===== src/sv/utf8d_pkg.sv =====
// ----------------------------------------------------------------------------
// utf8d_pkg
// Shared types and constants of the UTF-8 to code point decoder.
// ----------------------------------------------------------------------------
package utf8d_pkg;

  localparam int BYTE_W = 8;
  localparam int CP_W   = 21;

  // Byte classes seen while no sequence is open.
  localparam logic [BYTE_W-1:0] ASCII_LIMIT = 8'h80;
  localparam logic [BYTE_W-1:0] LEAD2_MIN   = 8'hC0;
  localparam logic [BYTE_W-1:0] LEAD3_MIN   = 8'hE0;
  localparam logic [BYTE_W-1:0] LEAD4_MIN   = 8'hF0;
  localparam logic [BYTE_W-1:0] LEAD4_MAX   = 8'hF4;

  // Continuation bytes carry the marker 10 in their top two bits.
  localparam logic [BYTE_W-1:0] CONT_MARK = 8'h80;

  // Smallest legal value for each sequence length, and the top of Unicode.
  localparam logic [CP_W-1:0] MIN_TWO   = 21'h00080;
  localparam logic [CP_W-1:0] MIN_THREE = 21'h00800;
  localparam logic [CP_W-1:0] MIN_FOUR  = 21'h10000;
  localparam logic [CP_W-1:0] CP_MAX    = 21'h10FFFF;

  // Total length of the open sequence.
  typedef enum logic [2:0] {
    SEQ_NONE  = 3'd0,
    SEQ_TWO   = 3'd2,
    SEQ_THREE = 3'd3,
    SEQ_FOUR  = 3'd4
  } seq_len_t;

  // One decode outcome handed from the decoder to the result register.
  typedef struct packed {
    logic            emit;
    logic [CP_W-1:0] code_point;
    logic            illegal;
  } dec_res_t;

endpackage


===== src/sv/utf8_to_code_point_decoder.sv =====
// ----------------------------------------------------------------------------
// utf8_to_code_point_decoder
// Decodes UTF-8 into Unicode code points, one byte per cycle unless stalled.
// ----------------------------------------------------------------------------
//
//   Channel  Handshake               Payload
//   -------  ----------------------  ----------------------------------
//   input    in_valid / in_stall     in_byte (8 bits)
//   output   out_valid / out_stall   code_point (21 bits), illegal
//
// The decoder takes one byte every cycle while the output side keeps up.
// A byte goes from the input register through the decode logic into the
// result register, which holds each result on the output until it is taken.
// Lead bytes and continuation bytes that do not finish a character give no
// result and simply advance the sequence state.
// Reset is synchronous and active high; it empties both registers and
// returns the decoder to the idle state with no sequence open.
// A stall on the output holds the result and backs up into in_stall only
// when the input register also holds a byte that cannot move on.
//
// Behavior in brief: ASCII passes through, leads 0xC0-0xDF, 0xE0-0xEF and
// 0xF0-0xF4 open two, three and four byte sequences, and each continuation
// adds six bits. Stray continuations, leads above 0xF4, broken sequences,
// overlong forms and values above 0x10FFFF give a result with illegal set
// and a zero code point. A byte that breaks a sequence is consumed and does
// not open a new one. Surrogate values are passed as ordinary characters.
// ----------------------------------------------------------------------------
module utf8_to_code_point_decoder
  import utf8d_pkg::*;
(
  input  logic              clk,
  input  logic              rst,
  input  logic              in_valid,
  output logic              in_stall,
  input  logic [BYTE_W-1:0] in_byte,
  output logic              out_valid,
  input  logic              out_stall,
  output logic [CP_W-1:0]   code_point,
  output logic              illegal
);

  logic              full;
  logic              take;
  logic [BYTE_W-1:0] held_byte;
  dec_res_t          res;

  // Input register: one byte waits here for the decode step.
  utf8d_in_reg u_in_reg (
    .clk       (clk),
    .rst       (rst),
    .in_valid  (in_valid),
    .in_stall  (in_stall),
    .in_byte   (in_byte),
    .take      (take),
    .full      (full),
    .held_byte (held_byte)
  );

  // Decode step: updates the sequence state whenever a byte is taken.
  utf8d_decode u_decode (
    .clk       (clk),
    .rst       (rst),
    .take      (take),
    .held_byte (held_byte),
    .res       (res)
  );

  // Result register: a byte is taken only when there is room for its result.
  utf8d_out_reg u_out_reg (
    .clk        (clk),
    .rst        (rst),
    .full       (full),
    .res        (res),
    .take       (take),
    .out_valid  (out_valid),
    .out_stall  (out_stall),
    .code_point (code_point),
    .illegal    (illegal)
  );

endmodule


===== src/sv/utf8d_in_reg.sv =====
// ----------------------------------------------------------------------------
// utf8d_in_reg
// Input register of the decoder: holds one byte until the decoder takes it.
// ----------------------------------------------------------------------------
module utf8d_in_reg
  import utf8d_pkg::*;
(
  input  logic              clk,
  input  logic              rst,
  input  logic              in_valid,
  output logic              in_stall,
  input  logic [BYTE_W-1:0] in_byte,
  input  logic              take,
  output logic              full,
  output logic [BYTE_W-1:0] held_byte
);

  logic accept;

  // A held byte that is not taken this cycle blocks the next one.
  assign in_stall = full & ~take;
  assign accept   = in_valid & ~in_stall;

  always_ff @(posedge clk) begin
    if (rst) begin
      full <= 1'b0;
    end else begin
      full <= accept | (full & ~take);
    end
  end

  always_ff @(posedge clk) begin
    if (accept) begin
      held_byte <= in_byte;
    end
  end

endmodule


===== src/sv/utf8d_decode.sv =====
// ----------------------------------------------------------------------------
// utf8d_decode
// Sequence state and the single-pass decode of one byte against it.
// ----------------------------------------------------------------------------
module utf8d_decode
  import utf8d_pkg::*;
(
  input  logic              clk,
  input  logic              rst,
  input  logic              take,
  input  logic [BYTE_W-1:0] held_byte,
  output dec_res_t          res
);

  logic [1:0]      pending;
  logic [1:0]      pending_next;
  logic [CP_W-1:0] partial;
  logic [CP_W-1:0] partial_next;
  seq_len_t        seq_len;
  seq_len_t        seq_len_next;

  logic [BYTE_W-1:0] payload;
  logic [CP_W-1:0]   shifted;
  logic              bad;

  assign payload = held_byte ^ CONT_MARK;
  assign shifted = {partial[CP_W-7:0], payload[5:0]};

  always_comb begin
    res          = '0;
    pending_next = pending;
    partial_next = partial;
    seq_len_next = seq_len;
    bad          = 1'b0;
    if (pending == 2'd0) begin
      if (held_byte < ASCII_LIMIT) begin
        res.emit       = 1'b1;
        res.code_point = {{(CP_W-BYTE_W){1'b0}}, held_byte};
      end else if (held_byte < LEAD2_MIN) begin
        res.emit    = 1'b1;
        res.illegal = 1'b1;
      end else if (held_byte < LEAD3_MIN) begin
        partial_next = {{(CP_W-5){1'b0}}, held_byte[4:0]};
        seq_len_next = SEQ_TWO;
        pending_next = 2'd1;
      end else if (held_byte < LEAD4_MIN) begin
        partial_next = {{(CP_W-4){1'b0}}, held_byte[3:0]};
        seq_len_next = SEQ_THREE;
        pending_next = 2'd2;
      end else if (held_byte <= LEAD4_MAX) begin
        partial_next = {{(CP_W-3){1'b0}}, held_byte[2:0]};
        seq_len_next = SEQ_FOUR;
        pending_next = 2'd3;
      end else begin
        res.emit    = 1'b1;
        res.illegal = 1'b1;
      end
    end else if (payload[7:6] != 2'b00) begin
      // Not a continuation: drop the sequence and consume this byte.
      res.emit     = 1'b1;
      res.illegal  = 1'b1;
      pending_next = 2'd0;
      partial_next = '0;
      seq_len_next = SEQ_NONE;
    end else if (pending != 2'd1) begin
      partial_next = shifted;
      pending_next = pending - 2'd1;
    end else begin
      case (seq_len)
        SEQ_TWO:   bad = shifted < MIN_TWO;
        SEQ_THREE: bad = shifted < MIN_THREE;
        default:   bad = (shifted < MIN_FOUR) || (shifted > CP_MAX);
      endcase
      res.emit       = 1'b1;
      res.illegal    = bad;
      res.code_point = bad ? '0 : shifted;
      pending_next   = 2'd0;
      partial_next   = '0;
      seq_len_next   = SEQ_NONE;
    end
  end

  always_ff @(posedge clk) begin
    if (rst) begin
      pending <= 2'd0;
      partial <= '0;
      seq_len <= SEQ_NONE;
    end else if (take) begin
      pending <= pending_next;
      partial <= partial_next;
      seq_len <= seq_len_next;
    end
  end

endmodule


===== src/sv/utf8d_out_reg.sv =====
// ----------------------------------------------------------------------------
// utf8d_out_reg
// Result register of the decoder with its valid and stall handshake.
// ----------------------------------------------------------------------------
module utf8d_out_reg
  import utf8d_pkg::*;
(
  input  logic            clk,
  input  logic            rst,
  input  logic            full,
  input  dec_res_t        res,
  output logic            take,
  output logic            out_valid,
  input  logic            out_stall,
  output logic [CP_W-1:0] code_point,
  output logic            illegal
);

  logic free;
  logic load;

  // The register is free when empty or when its result leaves this cycle.
  assign free = ~out_valid | ~out_stall;
  assign take = full & free;
  assign load = take & res.emit;

  always_ff @(posedge clk) begin
    if (rst) begin
      out_valid <= 1'b0;
    end else if (free) begin
      out_valid <= load;
    end
  end

  always_ff @(posedge clk) begin
    if (load) begin
      code_point <= res.code_point;
      illegal    <= res.illegal;
    end
  end

endmodule


===== config.mk =====
export PLATFORM = sky130hd
export DESIGN_NAME = utf8_to_code_point_decoder
export DESIGN_NICKNAME = d
export VERILOG_FILES = /design/src/sv/utf8d_pkg.sv /design/src/sv/utf8_to_code_point_decoder.sv /design/src/sv/utf8d_in_reg.sv /design/src/sv/utf8d_decode.sv /design/src/sv/utf8d_out_reg.sv
export SDC_FILE = /design/constraint.sdc
export NUM_CORES = 1
export LEC_CHECK = 0
export ABC_CLOCK_PERIOD_IN_PS = 6000
export BUFFER_PORTS_ARGS = -buffer_cell sky130_fd_sc_hd__buf_2
export CAP_MARGIN = 5
export CORE_MARGIN = 1
export CORE_UTILIZATION = 45
export DETAILED_ROUTE_END_ITERATION = 6
export PLACE_DENSITY = 0.63
export SYNTH_ARGS = -nofsm -noshare
export SYNTH_HDL_FRONTEND = slang
export SYNTH_SLANG_ARGS = --single-unit

===== constraint.sdc =====
create_clock -name clk -period 6 [get_ports clk]
set_input_delay 0.3 -clock clk [delete_from_list [all_inputs] [get_ports clk]]
set_output_delay 0.3 -clock clk [all_outputs]
set_load 0.005 [all_outputs]

== Yosys cells after proc, flatten, opt, wreduce, memory -nomap -nowiden ==
Index checks and enable logic that the tools add are counted.

* Register bits after elaboration: 52
* Bits of input ports: 12
* Output and inout bits: 24
* Logic and storage cells: 82

* Add/subtract/negate cells: 1
* Magnitude comparators: 9
* Equal/unequal tests: 7
* Muxes and demuxes: 41
* Bitwise operators: 11
* Reduce and logical (&&, ||, !) cells: 5

{| class="wikitable"
|+ Operator list
! cell !! number
|-
| 15-bit 2-to-1 mux || 8
|-
| 23-bit 2-to-1 mux || 2
|-
| 21-bit 2-to-1 mux || 2
|-
| 8-bit less-than comparator, second input constant || 4
|-
| 3-bit 2-to-1 mux || 8
|-
| 21-bit greater-than comparator, second input constant || 1
|-
| 21-bit by 12-bit less-than comparator with 1-bit output, second input constant || 1
|-
| 21-bit by 17-bit less-than comparator with 1-bit output, second input constant || 1
|-
| 21-bit by 8-bit less-than comparator with 1-bit output, second input constant || 1
|-
| 2-bit 2-to-1 mux || 8
|-
| 1-bit 2-to-1 mux || 11
|-
| 8-bit less-or-equal comparator, second input constant || 1
|-
| 8-bit 2-to-1 mux || 1
|-
| 3-bit by 2-bit equality test with 1-bit output, second input constant || 2
|-
| 1-bit NOT || 5
|-
| 5-bit AND reduction || 1
|-
| 1-bit AND || 4
|-
| 2-bit != test, second input constant || 2
|-
| 4-bit != test, second input constant || 1
|-
| 4-bit AND reduction || 1
|-
| 3-bit by 1-bit != test with 1-bit output, second input constant || 1
|-
| 2-bit logical NOT || 1
|-
| 2-bit by 1-bit != test with 1-bit output, second input constant || 1
|-
| 1-bit OR || 2
|-
| 4 further kinds || 4
|}

== Logic depth before layout (Yosys ltp) ==
Gate-level depths: netlist of the first run.

* Depth in word-level cells: 11
* Gate-level depth with buffers: 9
* Mapped depth without buffers: 7

== Cells and area by module ==
A second synthesis of the first run with hierarchy kept.

* Cell total of the unflattened synthesis: 201
* Area, all modules: 2215.9 um^2

{| class="wikitable"
|+ Modules (own cells, without submodules)
! module !! times used !! cells an instance !! area an instance (um^2) !! seq. area each (um^2)
|-
| utf8d_decode || 1 || 161 || 1221.2 || 400.4
|-
| utf8d_out_reg || 1 || 28 || 704.4 || 680.7
|-
| utf8d_in_reg || 1 || 12 || 290.3 || 260.2
|}

== Worst setup path after synthesis of the first run ==
No wires, ideal clock.

* Kind: register to register
* Start point: register u_decode.pending[0]
* End point: register u_out_reg.code_point[0] (enable)
* Library setup time: 0.401 ns
* Arrival time: 2.260 ns
* Required time: 5.599 ns
* Slack: 3.339 ns
* Cell stages (with the launch flop): 10
* Buffers on the path: 2
* Clock period less this slack: 2.661 ns
* Path through: dfxtp_1 > inv_1 > ha_1 > clkbuf_2 > nor2_1 > and3_1 > buf_2 > a41oi_1 > inv_1 > nor2_1

* Cells in the longest elaborated chain, start to end: 5
* Elaborated cells on any way between the ends: 6
* Those cells by class: 1 x eq/ne; 3 x mux; 1 x bitwise; 1 x reduce/logical

{| class="wikitable"
|+ RTL lines
! what !! line !! source
|-
| start, declared || utf8d_decode.sv:15 || <nowiki>logic [1:0] pending;</nowiki>
|-
| start signal, assigned || utf8d_decode.sv:89 || <nowiki>pending <= pending_next;</nowiki>
|-
| 2-bit by 1-bit != test with 1-bit output || utf8d_decode.sv:65 || <nowiki>end else if (pending != 2'd1) begin</nowiki>
|-
| 23-bit 2-to-1 mux || utf8d_decode.sv:65 ||
|-
| 1-bit 2-to-1 mux || utf8d_decode.sv:58 || <nowiki>end else if (payload[7:6] != 2'b00) begin</nowiki>
|-
| 23-bit 2-to-1 mux (*) || utf8d_decode.sv:35 || <nowiki>if (pending == 2'd0) begin</nowiki>
|-
| 1-bit AND (*) || utf8d_out_reg.sv:25 || <nowiki>assign load = take & res.emit;</nowiki>
|-
| net u_out_reg.load || utf8d_out_reg.sv:20 || <nowiki>logic load;</nowiki>
|-
| end signal, assigned || utf8d_out_reg.sv:37 || <nowiki>code_point <= res.code_point;</nowiki>
|-
| end, declared || utf8d_out_reg.sv:15 || <nowiki>output logic [CP_W-1:0] code_point,</nowiki>
|}

Mark *: on every way through the listed nets, which the timed path passes. The rest lies on a longest branch.
A chain may end at the register's enable or synchronous reset.

== Worst setup path in the final report of the first run ==
* Start point: register u_decode.pending[0]
* End point: register u_out_reg.code_point[17] (enable)

Same word-level chain as after synthesis.

==> results of run 1 <==
-- metal layers --
metal  part of all wire  up-vias
li1                   -      776
met2               0.46       52
met1               0.48      716
met3              0.049        4
met5                  0        -
met4              0.010        0
-- worst register-to-register path: stages, from the launching register on --
cell and delay, ps:
dfxtp_1 330, inv_1 70, ha_1 490, nor2_1 140
and3_1 430, a41oi_1 380, inv_1 80, nor2_1 110
buf_4 280
-- state kept, by name, indices dropped and copies added, names as in the netlist --
| register | count |
|---|---|
| u_decode.seq_len | 3 |
| u_in_reg.full | 1 |
| u_out_reg.illegal | 1 |
| u_out_reg.out_valid | 1 |
| u_in_reg.held_byte | 8 |
| u_decode.partial | 15 |
| u_out_reg.code_point | 21 |
| u_decode.pending | 2 |
-- per-stage QoR --
step,hold WS (ps),util,area [µm²]
floorplan,399,-,2190
global placement,441,0.503,2360
detailed placement,447,0.503,2360
CTS,170,0.522,2450
global route,168,0.522,2450
finish,174,0.522,2450
-- power groups by stage --
| stage | registers [W] | clock network (W) | logic [W] |
|---|---|---|---|
| after floorplan | 0.000403 | 0 | 0.0000263 |
| after global placement | 0.000405 | 0 | 0.0000398 |
| after detailed placement | 0.000405 | 0 | 0.0000402 |
| after CTS | 0.000397 | 0.000200 | 0.0000405 |
| after global routing | 0.000399 | 0.000214 | 0.0000453 |
| final | 0.000397 | 0.000196 | 0.0000404 |
-- synth_stat cells, types with 3 or more instances --
cell type and number:
a21boi_0 6, a21oi_1 20, and2_2 4, and3_1 9, and3_2 4, buf_2 6, buf_6 3, clkbuf_1 4
dfxtp_1 22, edfxtp_1 30, inv_1 6, nand2_1 21, nand3_1 16, nor2_1 10, o211ai_1 5, o21ai_0 4
-- layout make-up --
cell class,count,area [µm²],share of cell area
Inverter,6,22.5,0.00920
Tap cell,54,67.6,0.0276
Multi-Input combinational cell,126,744,0.304
Sequential cell,52,1340,0.548
Timing Repair Buffer,36,183,0.0746
Clock buffer,8,90.1,0.0368
-- worst paths after layout --
check | start | endpoint | depth (start not counted)
hold reg to reg | u_decode.pending[1] | u_decode.pending[1] | 2
setup / recovery | u_decode.pending[0] | u_out_reg.code_point[17] | 8
setup reg to reg | u_decode.pending[0] | u_out_reg.code_point[17] | 8
hold / removal | in_byte[1] | u_in_reg.held_byte[1] | 1
-- cell families after synthesis --
family,count (synthesis),share of synthesized area
AO/OA/AOI/OAI,46,0.136
adder cells (fa/ha/maj),2,0.0114
buffers and inverters,20,0.0485
flip-flops,52,0.612
AND/OR/NAND/NOR,78,0.192
==> metrics.csv, run 1 <==
metric,value,unit
antenna_found_initial,0,
final_common_cell,buf_2,
setup_viol,0,
clk_pin_slew,80,ps
synth_edf_count,30,
hold_class,primary input to flip-flop,
grt_pass1_vias,1469,
cts_buffers,5,
fp.coreArea,4690,µm²
post_cts_buffers,0,
gpl.final_weighted_congestion,0.876,
top_usage_layer,met2,
n_antenna_cell,0,
place_inst,274,
switchingPower,0.000135,W
cp-start-kind,flip-flop,
portBuffers,35,
worst_slack,3370,ps
cp.required,5980,ps
yosysSeqAreaShare,0.612,
worstPathArrival,2610,ps
drv_cap,0,
drive_above_1_share,0.246,
rows,25,
start_util,0.467,
grt.met3_usage,0.0295,
finalNonFillerCells,282,
use_met1,0.233,
cpPeakStageDelay,490,ps
yosysWarnings,0,
hpwl,2750,µm
yosysTopAreaCell,edfxtp_1,
slew_headroom,0.532,
ctsHoldBuffers,0,
cts_tree,built,
ir_drop,0.115,mV
status,"complete, no violations",
detail-route-antenna-nets,0,
firstDrtPassIters,4,
worst-path-buf-inv,3,
htreeDepth,2,
synth_top_area_frac,0.411,
intPower,0.000499,W
leakage,0.948,nW
detail_route.vias_per_cell,5.49,
num_vias,1548,
die_x,71.8,µm
final-max-slew-violation-count,0,
synthCells,198,
layout.nets,241,
synth_area_leaders,"edfxtp_1, dfxtp_1, a21oi_1",
fill_cells,435,
fin_tns_setup,0,ps
grt_use_total,0.169,
synth_ff_type,edfxtp_1,
pre_cts_ws,3440,ps
end_kind,flip-flop,
cts_root_buffer,clkbuf_8,
ys_async_sr_fraction,0,
crit_type,flip-flop to flip-flop,
regToRegSetupSlack,3370,ps
grt_overflow_total,0,
synth.distinct_cells,39,
powerDensity,259,nW/µm²
cts.sinks,52,
max_freq,0.380,GHz
clockBufferDepth,2,
total_power,0.000634,W
cp_max_fo,22,
power_frac_comb,0.064,
grt_start_max_net_pins,23,
tightest_slew,701,ps
crit_chain,inv_1 > ha_1 > nor2_1 > and3_1 > a41oi_1 > inv_1 > nor2_1 > buf_4,
grt_first_pass_wirelength,6690,µm
mostFrequentLayoutCells,"buf_2, edfxtp_1, dfxtp_1",
hold_violations,0,
cp_top_family,simple AND/OR/NAND/NOR gates,
ys_ff_latch,52,
routed_wl,4000,µm
syn_nets,212,
cp_slowest_cell,ha_1,
initialDrtViolationCount,125,
drcViolationCount,0,
io_pins,36,
syn2layout_area_growth,11.7,%
netlist_area,2190,µm²
die_area,5150,µm²
synth.avg_cell_area,11.1,µm²
swShare,0.212,
skew,4.75,ps
cts_resized,0,
period_minus_slack,2630,ps
rsz0062_at_grt,no,
fin_crit_sh,0.439,
power_frac_seq,0.626,
wl_per_cell,14.2,µm
die_h,71.8,µm
insertion_delay,290,ps
p_clk_frac,0.310,
grt_use_met2,0.270,
Power figures use the tool's default switching activity.
==> run 2, diff against run 1 <==
--- a/config.mk
+++ b/config.mk
@@ -5,13 +5,13 @@
 export SDC_FILE = /design/constraint.sdc
 export NUM_CORES = 1
 export LEC_CHECK = 0
-export ABC_CLOCK_PERIOD_IN_PS = 6000
+export ABC_CLOCK_PERIOD_IN_PS = 2200
 export BUFFER_PORTS_ARGS = -buffer_cell sky130_fd_sc_hd__buf_2
 export CAP_MARGIN = 5
 export CORE_MARGIN = 1
 export CORE_UTILIZATION = 45
 export DETAILED_ROUTE_END_ITERATION = 6
-export PLACE_DENSITY = 0.63
+export PLACE_DENSITY = 0.66
 export SYNTH_ARGS = -nofsm -noshare
 export SYNTH_HDL_FRONTEND = slang
 export SYNTH_SLANG_ARGS = --single-unit
==> constraint.sdc (replaced) <==
create_clock -name clk -period 2.2 [get_ports clk]
set_input_delay 0.11 -clock clk [delete_from_list [all_inputs] [get_ports clk]]
set_output_delay 0.11 -clock clk [all_outputs]
set_load 0.005 [all_outputs]
==> metrics.csv, run 2 (synthesis gave the netlist of run 1 again) <==
metric,value,unit,change
largest_reg_flops,21,,unchanged
tightest_slew,667,ps,-33.9 ps
hold_class,primary input to flip-flop,,
total_power,0.00173,W,+170%
drive_above_1_share,0.266,,+0.0208
detail-route-antenna-nets,0,,unchanged
swShare,0.222,,+0.0100
reg2reg_from,u_decode.partial[10],,
routed_wl,4010,µm,+0.12%
cp-start-kind,flip-flop,,
cts_buffers,5,,unchanged
htreeDepth,2,,unchanged
power_frac_seq,0.622,,-0.004
num_vias,1628,,+5.2%
drcViolationCount,0,,unchanged
leakage,1.02,nW,+7.3%
use_met1,0.219,,-0.0132
clockBufferDepth,2,,unchanged
cp.required,2340,ps,-3640 ps
setup_viol,0,,unchanged
switchingPower,0.000385,W,+190%
antenna_found_initial,0,,unchanged
cts_tree,built,,
grt.met3_usage,0.0394,,+0.00985
crit-reg2reg-capture,u_out_reg.code_point[0],,
hold_violations,0,,unchanged
grt_start_max_net_pins,23,,unchanged
regToRegSetupSlack,240,ps,-3120 ps
portBuffers,35,,unchanged
end_kind,flip-flop,,
grt_pass1_vias,1464,,-0.34%
fp.coreArea,4690,µm²,unchanged
intPower,0.00135,W,+170%
cp_max_fo,16,,-27%
syn2layout_area_growth,18.7,%,
firstDrtPassIters,4,,unchanged
crit_type,flip-flop to flip-flop,,
multi_input_area,752,µm²,+1.0%
endpoint,u_out_reg.code_point[0],,
rsz0062_at_grt,no,,
grt_overflow_total,0,,unchanged
ir_drop,0.325,mV,+180%
cts_root_buffer,clkbuf_8,,
top_usage_layer,met2,,
grt_use_met2,0.271,,+0.00105
post_cts_buffers,0,,unchanged
skew,4.31,ps,-0.444 ps
status,"complete, no violations",,
p_clk_frac,0.297,,-0.013
final-max-slew-violation-count,0,,unchanged
fill_cells,405,,-6.9%
pre_cts_ws,264,ps,-3170 ps
holdWs,34.1,ps,-140 ps
hpwl,2750,µm,about the same
worstRegToRegCells,5,,-3
grt_first_pass_wirelength,6660,µm,-0.52%
n_antenna_cell,0,,unchanged
post-route-util,0.555,,+0.0328
layout.nets,257,,+6.6%
crit_start,u_decode.partial[10],,
insertion_delay,300,ps,about the same
gpl.final_weighted_congestion,0.818,,-6.6%
grt_use_total,0.168,,-0.00101
regMostFlops,u_out_reg.code_point,,
initialDrtViolationCount,152,,+22%
power_frac_comb,0.081,,+0.017
period_minus_slack,1960,ps,-676 ps
detail_route.vias_per_cell,5.46,,-0.48%
worst_slack,243,ps,-3120 ps
start_util,0.467,,unchanged
cts.sinks,52,,unchanged
die_x,71.8,µm,unchanged
die_area,5150,µm²,unchanged
final_common_cell,buf_2,,
worstPathArrival,2100,ps,-510 ps
powerDensity,665,nW/µm²,+160%
max_freq,0.511,GHz,+35%
io_pins,36,,unchanged
fin_crit_sh,0.889,,+0.451
rows,25,,unchanged
die_h,71.8,µm,unchanged
regArea,1340,µm²,unchanged
mostFrequentLayoutCells,"buf_2, edfxtp_1, dfxtp_1",,
wl_per_cell,13.4,µm,-5.3%
drv_cap,0,,unchanged
largestRegisters,"u_out_reg.code_point x21, u_decode.partial x15, u_in_reg.held_byte x8",,
slew_headroom,0.554,,+0.0226
clk_pin_slew,90,ps,about the same
fin_tns_setup,0,ps,unchanged
==> run 2: per-layer routing <==
layer | share of wire | vias to the layer above | wire (µm)
met5 | 0 | - | 0
met4 | 0.015 | 0 | 61
met3 | 0.048 | 7 | 193
met2 | 0.46 | 48 | 1860
met1 | 0.47 | 766 | 1890
li1 | - | 807 | -
==> run 2: stage by stage <==
stage               area, µm²  std cells
finish                   2600        298
global route             2600        298
CTS                      2600        298
detailed placement       2440        282
global placement         2440        282
floorplan                2200        198
==> run 2: worst min-delay path by stage <==
| stage | startpoint | end | depth (start not counted) |
|---|---|---|---|
| after floorplan | in_byte[0] | u_in_reg.held_byte[0] | 0 |
| after global placement | in_byte[3] | u_in_reg.held_byte[3] | 1 |
| after detailed placement | in_byte[1] | u_in_reg.held_byte[1] | 1 |
| after CTS | in_valid | u_in_reg.full | 3 |
| after global routing | in_valid | u_in_reg.full | 3 |
| final | in_valid | u_in_reg.full | 3 |
==> run 2: power groups by stage <==
stage	Combinational (W)	Sequential [W]	Clock [W]
after detailed placement	0.000129	0.00110	0
after CTS	0.000140	0.00108	0.000524
after global placement	0.000127	0.00110	0
after floorplan	0.0000738	0.00110	0
after global routing	0.000155	0.00108	0.000564
final	0.000140	0.00108	0.000514
==> run 2: area by class of cell <==
class | count | share of cell area
clock inverters | 2 | 0.00433
clock buffers | 6 | 0.0279
flip-flops and latches | 52 | 0.515
multi-input cells | 126 | 0.289
inverters | 6 | 0.00865
well taps | 54 | 0.0260
repair buffers | 52 | 0.129
==> run 2: timing repair <==
item	CTS	global route
hold buffers	8	0
hold endpoints to repair	8	0
resized for setup	0	0
==> run 2: critical path, cell delays in order (launching register included) <==
cell,delay (ps)
dfxtp_1,320
or4_4,540
nand3_2,90
and4_1,530
nand2_4,110
a21boi_0,200
